[src/design/tmr_pkg.sv]
// Shared types, register offsets and codes for the down-counter timer.
`timescale 1ns / 1ps
`default_nettype none
package tmr_pkg;

  // Counter register width; the bus always sees the low 32 bits.
  localparam int unsigned COUNT_WIDTH = 32;
  localparam int unsigned BUS_WIDTH   = 32;

  typedef logic [COUNT_WIDTH-1:0] cnt_t;
  typedef logic [BUS_WIDTH-1:0]   bus_t;

  typedef enum logic [1:0] {
    MODE_TICK  = 2'd0,
    MODE_READ  = 2'd1,
    MODE_WRITE = 2'd2,
    MODE_NOP   = 2'd3
  } mode_t;

  typedef enum logic [1:0] {
    SIZE_BYTE  = 2'd0,
    SIZE_HALF  = 2'd1,
    SIZE_WORD  = 2'd2,
    SIZE_WORD3 = 2'd3
  } size_t;

  // Word index (offset bits 3:2) of each register.
  localparam logic [1:0] WIDX_CONTROL   = 2'd0;
  localparam logic [1:0] WIDX_INTERVAL  = 2'd1;
  localparam logic [1:0] WIDX_REMAINING = 2'd2;
  localparam logic [1:0] WIDX_NONE      = 2'd3;

  localparam bus_t BYTE_MASK = 32'h0000_00FF;
  localparam bus_t HALF_MASK = 32'h0000_FFFF;
  localparam bus_t WORD_MASK = 32'hFFFF_FFFF;

  // Control bit positions.
  localparam int unsigned CTRL_W      = 3;
  localparam int unsigned CTRL_ENABLE = 0;
  localparam int unsigned CTRL_PERIOD = 1;
  localparam int unsigned CTRL_IRQ    = 2;

  typedef struct packed {
    logic [1:0] mode;
    logic [3:0] offset;
    logic [1:0] access_size;
    bus_t       write_data;
  } item_t;

  typedef struct packed {
    bus_t read_data;
    logic interrupt_pulse;
    logic access_error;
    logic timer_enabled;
  } result_t;

endpackage : tmr_pkg
`default_nettype wire

[src/design/tmr_if.sv]
// Valid/ready channel interfaces for timer input items and result items.
`timescale 1ns / 1ps
`default_nettype none
interface tmr_in_if;
  logic        valid;
  logic        ready;
  logic [1:0]  mode;
  logic [3:0]  offset;
  logic [1:0]  access_size;
  logic [31:0] write_data;

  modport source (output valid, mode, offset, access_size, write_data, input ready);
  modport sink   (input valid, mode, offset, access_size, write_data, output ready);
endinterface : tmr_in_if

interface tmr_out_if;
  logic        valid;
  logic        ready;
  logic [31:0] read_data;
  logic        interrupt_pulse;
  logic        access_error;
  logic        timer_enabled;

  modport source (output valid, read_data, interrupt_pulse, access_error, timer_enabled,
                  input ready);
  modport sink   (input valid, read_data, interrupt_pulse, access_error, timer_enabled,
                  output ready);
endinterface : tmr_out_if
`default_nettype wire

[src/design/tmr_in_stage.sv]
// Input register: captures one item, released when the core advances.
`timescale 1ns / 1ps
`default_nettype none
module tmr_in_stage
  import tmr_pkg::*;
(
  input  wire logic  clk,
  input  wire logic  rst_n,
  input  wire logic  take,
  input  wire item_t item_in,
  input  wire logic  advance,
  output logic       ready,
  output logic       valid,
  output item_t      item
);

  logic  valid_r, valid_nxt;
  item_t item_r;

  assign ready     = !valid_r || advance;
  assign valid_nxt = take ? 1'b1 : (advance ? 1'b0 : valid_r);

  always_ff @(posedge clk) begin
    if (!rst_n) begin
      valid_r <= 1'b0;
    end else begin
      valid_r <= valid_nxt;
    end
  end

  always_ff @(posedge clk) begin
    if (take) begin
      item_r <= item_in;
    end
  end

  assign valid = valid_r;
  assign item  = item_r;

endmodule : tmr_in_stage
`default_nettype wire

[src/design/tmr_core.sv]
// Timer registers plus the single-pass tick/read/write update logic.
`timescale 1ns / 1ps
`default_nettype none
module tmr_core
  import tmr_pkg::*;
(
  input  wire logic  clk,
  input  wire logic  rst_n,
  input  wire logic  advance,
  input  wire item_t item,
  output result_t    result
);

  logic [CTRL_W-1:0] ctrl_r, ctrl_nxt;
  cnt_t              intv_r, intv_nxt;
  cnt_t              rem_r, rem_nxt;

  logic       is_access, is_word, lane_bad, err;
  logic [1:0] widx, lane;
  logic [4:0] shamt;
  bus_t       lane_mask, cur, merged, wr_mask;
  cnt_t       dec;
  logic       pulse;

  always_comb begin
    widx      = item.offset[3:2];
    lane      = item.offset[1:0];
    shamt     = {lane, 3'b000};
    is_access = (item.mode == MODE_READ) || (item.mode == MODE_WRITE);
    is_word   = item.access_size[1];

    case (item.access_size)
      SIZE_BYTE: lane_mask = BYTE_MASK;
      SIZE_HALF: lane_mask = HALF_MASK;
      default:   lane_mask = WORD_MASK;
    endcase

    lane_bad = is_word && (lane != 2'd0);
    err      = is_access && ((widx == WIDX_NONE) || lane_bad);

    unique case (widx)
      WIDX_CONTROL:   cur = BUS_WIDTH'(ctrl_r);
      WIDX_INTERVAL:  cur = BUS_WIDTH'(intv_r);
      WIDX_REMAINING: cur = BUS_WIDTH'(rem_r);
      default:        cur = '0;
    endcase

    wr_mask = lane_mask << shamt;
    merged  = (cur & ~wr_mask) | ((item.write_data & lane_mask) << shamt);
    dec     = (rem_r != '0) ? rem_r - cnt_t'(1) : rem_r;

    ctrl_nxt = ctrl_r;
    intv_nxt = intv_r;
    rem_nxt  = rem_r;
    pulse    = 1'b0;
    result.read_data = '0;

    if (item.mode == MODE_TICK) begin
      if (ctrl_r[CTRL_ENABLE] && (intv_r != '0)) begin
        rem_nxt = dec;
        if (dec == '0) begin
          pulse = ctrl_r[CTRL_IRQ];
          if (ctrl_r[CTRL_PERIOD]) begin
            rem_nxt = intv_r;
          end else begin
            ctrl_nxt[CTRL_ENABLE] = 1'b0;
          end
        end
      end
    end else if (is_access && !err) begin
      if (item.mode == MODE_READ) begin
        result.read_data = (cur >> shamt) & lane_mask;
      end else begin
        unique case (widx)
          WIDX_CONTROL: begin
            ctrl_nxt = merged[CTRL_W-1:0];
            if (merged[CTRL_ENABLE]) begin
              if (rem_r == '0) rem_nxt = intv_r;
            end else begin
              rem_nxt = '0;
            end
          end
          WIDX_INTERVAL: begin
            intv_nxt = cnt_t'(merged);
            if (ctrl_r[CTRL_ENABLE]) rem_nxt = cnt_t'(merged);
          end
          WIDX_REMAINING: rem_nxt = cnt_t'(merged);
          default: ;
        endcase
      end
    end

    result.interrupt_pulse = pulse;
    result.access_error    = err;
    result.timer_enabled   = ctrl_nxt[CTRL_ENABLE];
  end

  always_ff @(posedge clk) begin
    if (!rst_n) begin
      ctrl_r <= '0;
      intv_r <= '0;
      rem_r  <= '0;
    end else if (advance) begin
      ctrl_r <= ctrl_nxt;
      intv_r <= intv_nxt;
      rem_r  <= rem_nxt;
    end
  end

endmodule : tmr_core
`default_nettype wire

[src/design/tmr_out_stage.sv]
// Result register: holds one result item until the consumer takes it.
`timescale 1ns / 1ps
`default_nettype none
module tmr_out_stage
  import tmr_pkg::*;
(
  input  wire logic    clk,
  input  wire logic    rst_n,
  input  wire logic    load,
  input  wire result_t res_in,
  input  wire logic    taken,
  output logic         free,
  output logic         valid,
  output result_t      res
);

  logic    valid_r, valid_nxt;
  result_t res_r;

  assign free      = !valid_r || taken;
  assign valid_nxt = load ? 1'b1 : (taken ? 1'b0 : valid_r);

  always_ff @(posedge clk) begin
    if (!rst_n) begin
      valid_r <= 1'b0;
    end else begin
      valid_r <= valid_nxt;
    end
  end

  always_ff @(posedge clk) begin
    if (load) begin
      res_r <= res_in;
    end
  end

  assign valid = valid_r;
  assign res   = res_r;

endmodule : tmr_out_stage
`default_nettype wire

[src/design/timer_down_counter_regs.sv]
// Top level of the memory-mapped down-counter timer.
//
//   channel  | dir | handshake             | payload
//   ---------+-----+-----------------------+--------------------------------------------
//   in_bus   | in  | valid/ready           | mode, offset, access_size, write_data
//   out_bus  | out | valid/ready           | read_data, interrupt_pulse, access_error,
//            |     |                       | timer_enabled
//
// One item per cycle sustained while results are taken: input register -> one pass of
// update logic -> result register. An accepted item waits in the input register until
// the result register is free, then its result is registered there.
// Timer state (control, interval, remaining) updates when an item moves into the
// result register, so items are applied strictly in order.
// Synchronous active-low reset clears control, interval, remaining and both valids.
// A stalled result holds; one more item may wait in the input register behind it.
`timescale 1ns / 1ps
`default_nettype none
module timer_down_counter_regs
  import tmr_pkg::*;
(
  input  wire logic clk,
  input  wire logic rst_n,
  tmr_in_if.sink    in_bus,
  tmr_out_if.source out_bus
);

  item_t   in_item, stage_item;
  logic    in_take, stage_valid, stage_ready;
  logic    out_free, advance;
  result_t core_res, out_res;

  assign in_item.mode        = in_bus.mode;
  assign in_item.offset      = in_bus.offset;
  assign in_item.access_size = in_bus.access_size;
  assign in_item.write_data  = in_bus.write_data;

  assign in_take      = in_bus.valid && stage_ready;
  assign in_bus.ready = stage_ready;

  // The item in the input register is worked on as soon as the result slot is free.
  assign advance = stage_valid && out_free;

  tmr_in_stage u_in (
    .clk     (clk),
    .rst_n   (rst_n),
    .take    (in_take),
    .item_in (in_item),
    .advance (advance),
    .ready   (stage_ready),
    .valid   (stage_valid),
    .item    (stage_item)
  );

  tmr_core u_core (
    .clk     (clk),
    .rst_n   (rst_n),
    .advance (advance),
    .item    (stage_item),
    .result  (core_res)
  );

  tmr_out_stage u_out (
    .clk    (clk),
    .rst_n  (rst_n),
    .load   (advance),
    .res_in (core_res),
    .taken  (out_bus.ready),
    .free   (out_free),
    .valid  (out_bus.valid),
    .res    (out_res)
  );

  assign out_bus.read_data       = out_res.read_data;
  assign out_bus.interrupt_pulse = out_res.interrupt_pulse;
  assign out_bus.access_error    = out_res.access_error;
  assign out_bus.timer_enabled   = out_res.timer_enabled;

endmodule : timer_down_counter_regs
`default_nettype wire

[src/flat_wrapper.sv]
// flat-port wrapper written by rule: the top's interface ports become plain ports
module timer_down_counter_regs_flat import tmr_pkg::*;
  (clk, rst_n, in_bus_valid, in_bus_mode, in_bus_offset, in_bus_access_size, in_bus_write_data, in_bus_ready, out_bus_valid, out_bus_read_data, out_bus_interrupt_pulse, out_bus_access_error, out_bus_timer_enabled, out_bus_ready);
  tmr_in_if in_bus_i ();
  tmr_out_if out_bus_i ();
  input  wire logic clk;
  input  wire logic rst_n;
  input wire logic [$bits(in_bus_i.valid)-1:0] in_bus_valid;
  input wire logic [$bits(in_bus_i.mode)-1:0] in_bus_mode;
  input wire logic [$bits(in_bus_i.offset)-1:0] in_bus_offset;
  input wire logic [$bits(in_bus_i.access_size)-1:0] in_bus_access_size;
  input wire logic [$bits(in_bus_i.write_data)-1:0] in_bus_write_data;
  output wire logic [$bits(in_bus_i.ready)-1:0] in_bus_ready;
  output wire logic [$bits(out_bus_i.valid)-1:0] out_bus_valid;
  output wire logic [$bits(out_bus_i.read_data)-1:0] out_bus_read_data;
  output wire logic [$bits(out_bus_i.interrupt_pulse)-1:0] out_bus_interrupt_pulse;
  output wire logic [$bits(out_bus_i.access_error)-1:0] out_bus_access_error;
  output wire logic [$bits(out_bus_i.timer_enabled)-1:0] out_bus_timer_enabled;
  input wire logic [$bits(out_bus_i.ready)-1:0] out_bus_ready;
  assign in_bus_i.valid = in_bus_valid;
  assign in_bus_i.mode = in_bus_mode;
  assign in_bus_i.offset = in_bus_offset;
  assign in_bus_i.access_size = in_bus_access_size;
  assign in_bus_i.write_data = in_bus_write_data;
  assign in_bus_ready = in_bus_i.ready;
  assign out_bus_valid = out_bus_i.valid;
  assign out_bus_read_data = out_bus_i.read_data;
  assign out_bus_interrupt_pulse = out_bus_i.interrupt_pulse;
  assign out_bus_access_error = out_bus_i.access_error;
  assign out_bus_timer_enabled = out_bus_i.timer_enabled;
  assign out_bus_i.ready = out_bus_ready;
  timer_down_counter_regs u_core (.clk(clk), .rst_n(rst_n), .in_bus(in_bus_i), .out_bus(out_bus_i));
endmodule
[config.mk]
export PLATFORM = sky130hd
export DESIGN_NAME = timer_down_counter_regs_flat
export DESIGN_NICKNAME = d
export VERILOG_FILES = /design/src/design/tmr_pkg.sv /design/src/design/tmr_if.sv /design/src/design/tmr_in_stage.sv /design/src/design/tmr_core.sv /design/src/design/tmr_out_stage.sv /design/src/design/timer_down_counter_regs.sv /design/src/flat_wrapper.sv
export SDC_FILE = /design/constraint.sdc
export NUM_CORES = 1
export LEC_CHECK = 0
export ABC_AREA = 1
export BUFFER_PORTS_ARGS = -buffer_cell sky130_fd_sc_hd__buf_2
export CAP_MARGIN = 20
export CORE_ASPECT_RATIO = 1.5
export CORE_UTILIZATION = 50
export CTS_CLUSTER_SIZE = 24
export DETAILED_ROUTE_END_ITERATION = 10
export PLACE_DENSITY = 0.68
export SYNTH_ARGS = -nofsm -noshare
export SYNTH_HDL_FRONTEND = slang
export SYNTH_SLANG_ARGS = --single-unit
[constraint.sdc]
create_clock -name clk -period 2.65 [get_ports clk]
set_input_delay 0.53 -clock clk [delete_from_list [all_inputs] [get_ports clk]]
set_output_delay 0.53 -clock clk [all_outputs]
set_load 0.1 [all_outputs]
Word level (Yosys, flattened, before mapping). Index checks and enable logic that the tools add are counted.

Word-level logic and storage cells: 90. Input bits: 44. Bits in registers: 144. Output and inout port bits: 37.

Add/sub/neg operators: 1. Shift-type cells: 3. Reduce and logical (&&, ||, !) cells: 30. Bitwise gates (word level): 8. Equality and inequality tests: 10. Mux-type cells: 24.

Operators by type and width (count): $mux 32 (10); $pmux 32 s3 (2); $and 32x32->32 (3); $logic_not 32->1 (2); $pmux 32 s2 (1); $reduce_bool 32->1 (2); $shl 32x5->32 (2); $not 32->32 (1); $or 32x32->32 (1); $shr 32x5->32 (1); $sub 32x1->32 const B (1); $mux 1 (11); $reduce_and 5->1 (2); $reduce_bool 2->1 (4); $reduce_and 7->1 (1); $eq 2x1->1 const B (3); $eq 2x2->1 const B (3); $logic_and 1x1->1 (6); $logic_not 2->1 (3); $logic_or 1x1->1 (4); $ne 2x1->1 const B (2); $ne 4x4->1 const B (1); $reduce_bool 4->1 (1); $logic_not 1->1 (3); other kinds (4) (6).

Longest topological paths before layout.
Depth after elaboration: 11. Gate-level depth with buffers: 19. Gate-level depth less buffers: 19.

Hierarchy. A second synthesis with hierarchy kept.

Cell total of the unflattened synthesis: 1388. Area total of the unflattened synthesis: 9688.0 µm².

Modules (own cells, without submodules): tmr_core (area an instance 7328.3 µm², instances 1, cells each 1297, seq. area each 1341.3 µm²); tmr_in_stage (area an instance 1247.4 µm², instances 1, cells each 46, seq. area each 1221.2 µm²); tmr_out_stage (area an instance 1097.3 µm², instances 1, cells each 41, seq. area each 1071.0 µm²); timer_down_counter_regs (area an instance 15.0 µm², instances 1, cells each 4, seq. area each 0.0 µm²).

Worst setup path after synthesis. No wires, ideal clock.

Path kind: reg2reg. From: register u_core.u_out.valid_r, in the netlist u_core.u_out.valid. To: register u_core.u_in.item_r (netlist bit u_core.u_in.item[0]) (enable). Slack: -0.589 ns. Data required time: 2.212 ns. Period minus slack after synthesis: 3.239 ns. Arrival: 2.801 ns. Stages on the path, launching flop included: 4. Setup time: 0.438 ns. Buffers on the path: 0. Cells stage by stage: dfxtp_1 -> nand3_1 -> nand2_1 -> inv_1.

Longest elaborated chain between the ends: 5.

Ends and longest elaborated chain: start, declared (RTL line tmr_out_stage.sv:17) `logic valid_r, valid_nxt;`; start signal, assigned (RTL line tmr_out_stage.sv:27) `valid_r <= valid_nxt;`; $logic_not 1->1 (RTL line tmr_out_stage.sv:20) `assign free = !valid_r || taken;`; $logic_or 1x1->1 (RTL line tmr_out_stage.sv:20); $logic_and 1x1->1 (RTL line timer_down_counter_regs.sv:41) `assign advance = stage_valid && out_free;`; $logic_or 1x1->1 (RTL line tmr_in_stage.sv:20) `assign ready = !valid_r || advance;`; net in_bus_ready (RTL line flat_wrapper.sv:13) `output wire logic [$bits(in_bus_i.ready)-1:0] in_bus_ready;`; $logic_and 1x1->1 (RTL line timer_down_counter_regs.sv:37) `assign in_take = in_bus.valid && stage_ready;`; net u_core.in_take (RTL line timer_down_counter_regs.sv:28) `logic in_take, stage_valid, stage_ready;`; end signal, assigned (RTL line tmr_in_stage.sv:33) `item_r <= item_in;`; end, declared (RTL line tmr_in_stage.sv:18) `item_t item_r;`.

The timed path passes the listed nets, and every way through them passes these cells. A chain may end at the register's enable or synchronous reset.

Final worst setup path.
From: register u_core.u_core.rem_r[3]. To: register u_core.u_core.rem_r[20].

Longest elaborated chain between the ends: 6. Elaborated cells between the ends (all ways): 11. Those cells by class: add/sub: 1; eq/ne: 1; mux: 5; reduce/logical: 4.

Ends and longest elaborated chain: start, declared (RTL line tmr_core.sv:16) `cnt_t rem_r, rem_nxt;`; start signal, assigned (RTL line tmr_core.sv:106) `rem_r <= rem_nxt;`; $sub 32x1->32 or $reduce_bool 32->1 (tied branches) (RTL line tmr_core.sv:50) `dec = (rem_r != '0) ? rem_r - cnt_t'(1) : rem_r;`; $mux 32 (RTL line tmr_core.sv:50); $logic_not 32->1 or $mux 32 (tied branches) (RTL line tmr_core.sv:61, tmr_core.sv:63); $mux 32 (RTL line tmr_core.sv:61) `if (dec == '0) begin`; $mux 32 (RTL line tmr_core.sv:59) `if (ctrl_r[CTRL_ENABLE] && (intv_r != '0)) begin`; $mux 32 (RTL line tmr_core.sv:58) `if (item.mode == MODE_TICK) begin`.

Several ways; a longest one is shown, not always the timed one. The select of a mux whose other input is x is not followed.

==> flow_summary.json <==
{
  "status": "finished clean",
  "root_buffer": "clkbuf_16",
  "synthCells": 1422,
  "final.fill_count": 1731,
  "p_leak_nw": 5.19,
  "syn_to_final_growth_pct": 26.7,
  "grt_pass1_wl_um": 56900,
  "cts.sink_count": 144,
  "core_mm2": 0.0185,
  "gp_congestion": 1.08,
  "finalCritPeriodShare": 0.993,
  "grt_pass1_vias": 10100,
  "synth.ff_latch_count": 144,
  "place_hpwl_um": 28300,
  "synthArstFlopShare": 0,
  "maxCapViolations": 0,
  "clk_pin_slew_ns": 0.07,
  "synthMostInstantiatedCell": "nand2_1",
  "antenna_found_initial": 0,
  "start_util": 0.509,
  "wl_um": 37900,
  "yosysTopAreaCell": "edfxtp_1",
  "drc_errors": 0,
  "holdWs_ns": 0.273,
  "dp.cells": 1786,
  "swShare": 0.378,
  "crit_fanout": 8,
  "ys_top_cells_by_count": "nand2_1 (434), nor2_1 (188), inv_1 (116)",
  "yosysTopAreaCellShare": 0.238,
  "crit_type": "flip-flop to flip-flop",
  "clkPwrFrac": 0.307,
  "overflow": 0,
  "rsz0062_at_grt": "true",
  "wl_per_cell_um": 20.7,
  "fin_area_mm2": 0.0120,
  "rows": 61,
  "diodes": 0,
  "hp-class": "input port to flip-flop",
  "layout-drive-gt1-share": 0.226,
  "ir_drop_mv": 0.718,
  "multi_input_area_mm2": 0.00540,
  "syn_nets": 1474,
  "internal_power_mw": 5.07,
  "dieArea_mm2": 0.0195,
  "die_h_um": 170,
  "place_area_mm2": 0.0107,
  "die_x_um": 114,
  "netlist-cell-type-count": 39,
  "combPwrFrac": 0.387,
  "hold_violations": 0,
  "place_ws_ns": -0.246,
  "avgViaCountPerCell": 5.77,
  "netlist_area_mm2": 0.00945,
  "synth.area.top_cells": "edfxtp_1 (24%), nand2_1 (17%), dfxtp_1 (15%)",
  "min_period_ns": 2.63,
  "cts-htree-levels": 4,
  "detail_route.first_pass.iterations": 5,
  "detail_route.iter0.violations": 985,
  "clockBufferDepth": 2,
  "grt.total_usage": 0.394,
  "num-nets-final": 1623,
  "setup_slack_ns": 0.0197,
  "setup.worst_path.end_class": "flip-flop",
  "worstMarginPinSlew_ns": 0.854,
  "slew_viol_final": 0,
  "fmax_ghz": 0.380,
  "synth_enable_flop_cells": 75,
  "register_area_mm2": 0.00365,
  "io_buffers": 80,
  "crit_chain": "buf_4 > nor2_4 > nand2_2 > nor2_4 > nand2_4 > o21ai_2 > nand2_2 > nand2_2 > nand2_4 > nor2_1 > nand2_1 > nor2_4 > clkbuf_16 > nand3_1 > nand2_1 > nand2_1 > a21oi_2",
  "seqPwrFrac": 0.306,
  "slew_headroom": 0.430,
  "cp-start-kind": "flip-flop",
  "numCtsBuffers": 17,
  "clk_latency_ns": 0.43,
  "pin_count": 81,
  "critPathRequiredTime_ns": 3.01,
  "ys.flop_type": "edfxtp_1",
  "fin_worst_skew_ns": 0.0112,
  "avgSynthCellArea_um2": 6.64,
  "crit_arrival_ns": 2.99,
  "synth-seq-area-share": 0.385,
  "synth_warnings": 0,
  "cpPeakStageDelay_ns": 0.34,
  "r2r_setup_slack_ns": 0.02,
  "drtAntennaViolNets": 0,
  "fin_util": 0.646,
  "crit_slowest_cell": "dfxtp_2",
  "layout.cells.non_filler": 1836,
  "vias": 10600,
  "tritoncts": "done",
  "setup_viol": 0,
  "grt_max_degree": 65,
  "powerDensity_mw_per_mm2": 681,
  "p_sw_mw": 3.09
}
## power by group through the flow
stage          clock network, mW  registers (mW)  logic, mW
3_3_place_gp                   0            2.53       2.73
6_report                    2.51            2.50       3.15
2_1_floorplan                  0            2.68       1.45
3_5_place_dp                   0            2.54       2.73
4_1_cts                     2.53            2.49       2.76
5_1_grt                     2.61            2.50       3.37
## registers in the layout, summed over array words and instances (netlist names)
signal / cells
u_core.u_core.ctrl_r: 3
u_core.u_in.item: 40
u_core.u_out.valid: 1
u_core.u_core.rem_r: 32
u_core.u_out.res: 35
u_core.u_core.intv_r: 32
u_core.u_in.valid: 1
## cell families after synthesis
logic type / count (synthesis) / share of synthesized area
DFF: 144 / 0.385
and+or+nand+nor: 766 / 0.333
AOI/OAI and AO/OA: 295 / 0.179
xor gates and xnor gates: 11 / 0.0102
adders and majority gates: 8 / 0.0106
buffers and inverters: 198 / 0.0824
## worst max-delay path: cells and delay by family (launching register included)
family	cells	cell delay, ns
buffers and inverters	2	0.36
DFF	1	0.34
AOI/OAI and AO/OA	2	0.33
and+or+nand+nor	13	1.52
## routing by layer
layer  part of all wire  GRT usage
met1               0.36      0.433
met2               0.48      0.667
met3              0.071     0.0741
met5                  0          0
met4              0.087      0.300
## layout make-up
| cell class | instances | share of cell area |
|---|---|---|
| clock buffers | 17 | 0.0355 |
| multi-input cells | 1080 | 0.451 |
| repair buffers | 206 | 0.128 |
| well taps | 252 | 0.0263 |
| clock inverters | 15 | 0.0155 |
| flip-flops and latches | 144 | 0.305 |
| inverters | 122 | 0.0388 |
## path summary, 6_finish.rpt
check / depth (start not counted) / startpoint / to
setup / recovery: 17 / u_core.u_core.rem_r[3] / u_core.u_core.rem_r[20]
hold / removal: 1 / in_bus_write_data[22] / u_core.u_in.item[22]
setup reg to reg: 17 / u_core.u_core.rem_r[3] / u_core.u_core.rem_r[20]
hold reg to reg: 2 / u_core.u_out.valid / u_core.u_out.valid
## what timing repair did
item | in CTS | in global routing
hold buffers | 0 | 0
buffers inserted | 3 | 9
resized for setup | 8 | 110
cloned | 1 | 5
pin swaps | 3 | 16
setup endpoints to repair | 34 | 35
## placed cells by master, fill, tap and decap left out, types with 22 or more instances in the layout
cell,instances
a211oi_1,24
a21oi_1,71
buf_2,80
buf_4,108
dfxtp_1,58
edfxtp_1,75
inv_1,109
nand2_1,411
nand2_2,22
nand3_1,75
nor2_1,166
o21ai_0,96
o22ai_1,47
## per-stage QoR
| stage | total power, mW | setup TNS, ns |
|---|---|---|
| 5_1_grt | 8.49 | -1.46 |
| 6_report | 8.16 | 0 |
| 4_1_cts | 7.77 | 0 |
| 3_3_place_gp | 5.27 | -7.14 |
| 3_5_place_dp | 5.26 | -4.62 |
| 2_1_floorplan | 4.13 | 0 |
Note: power is estimated with default switching activity, not from simulation.
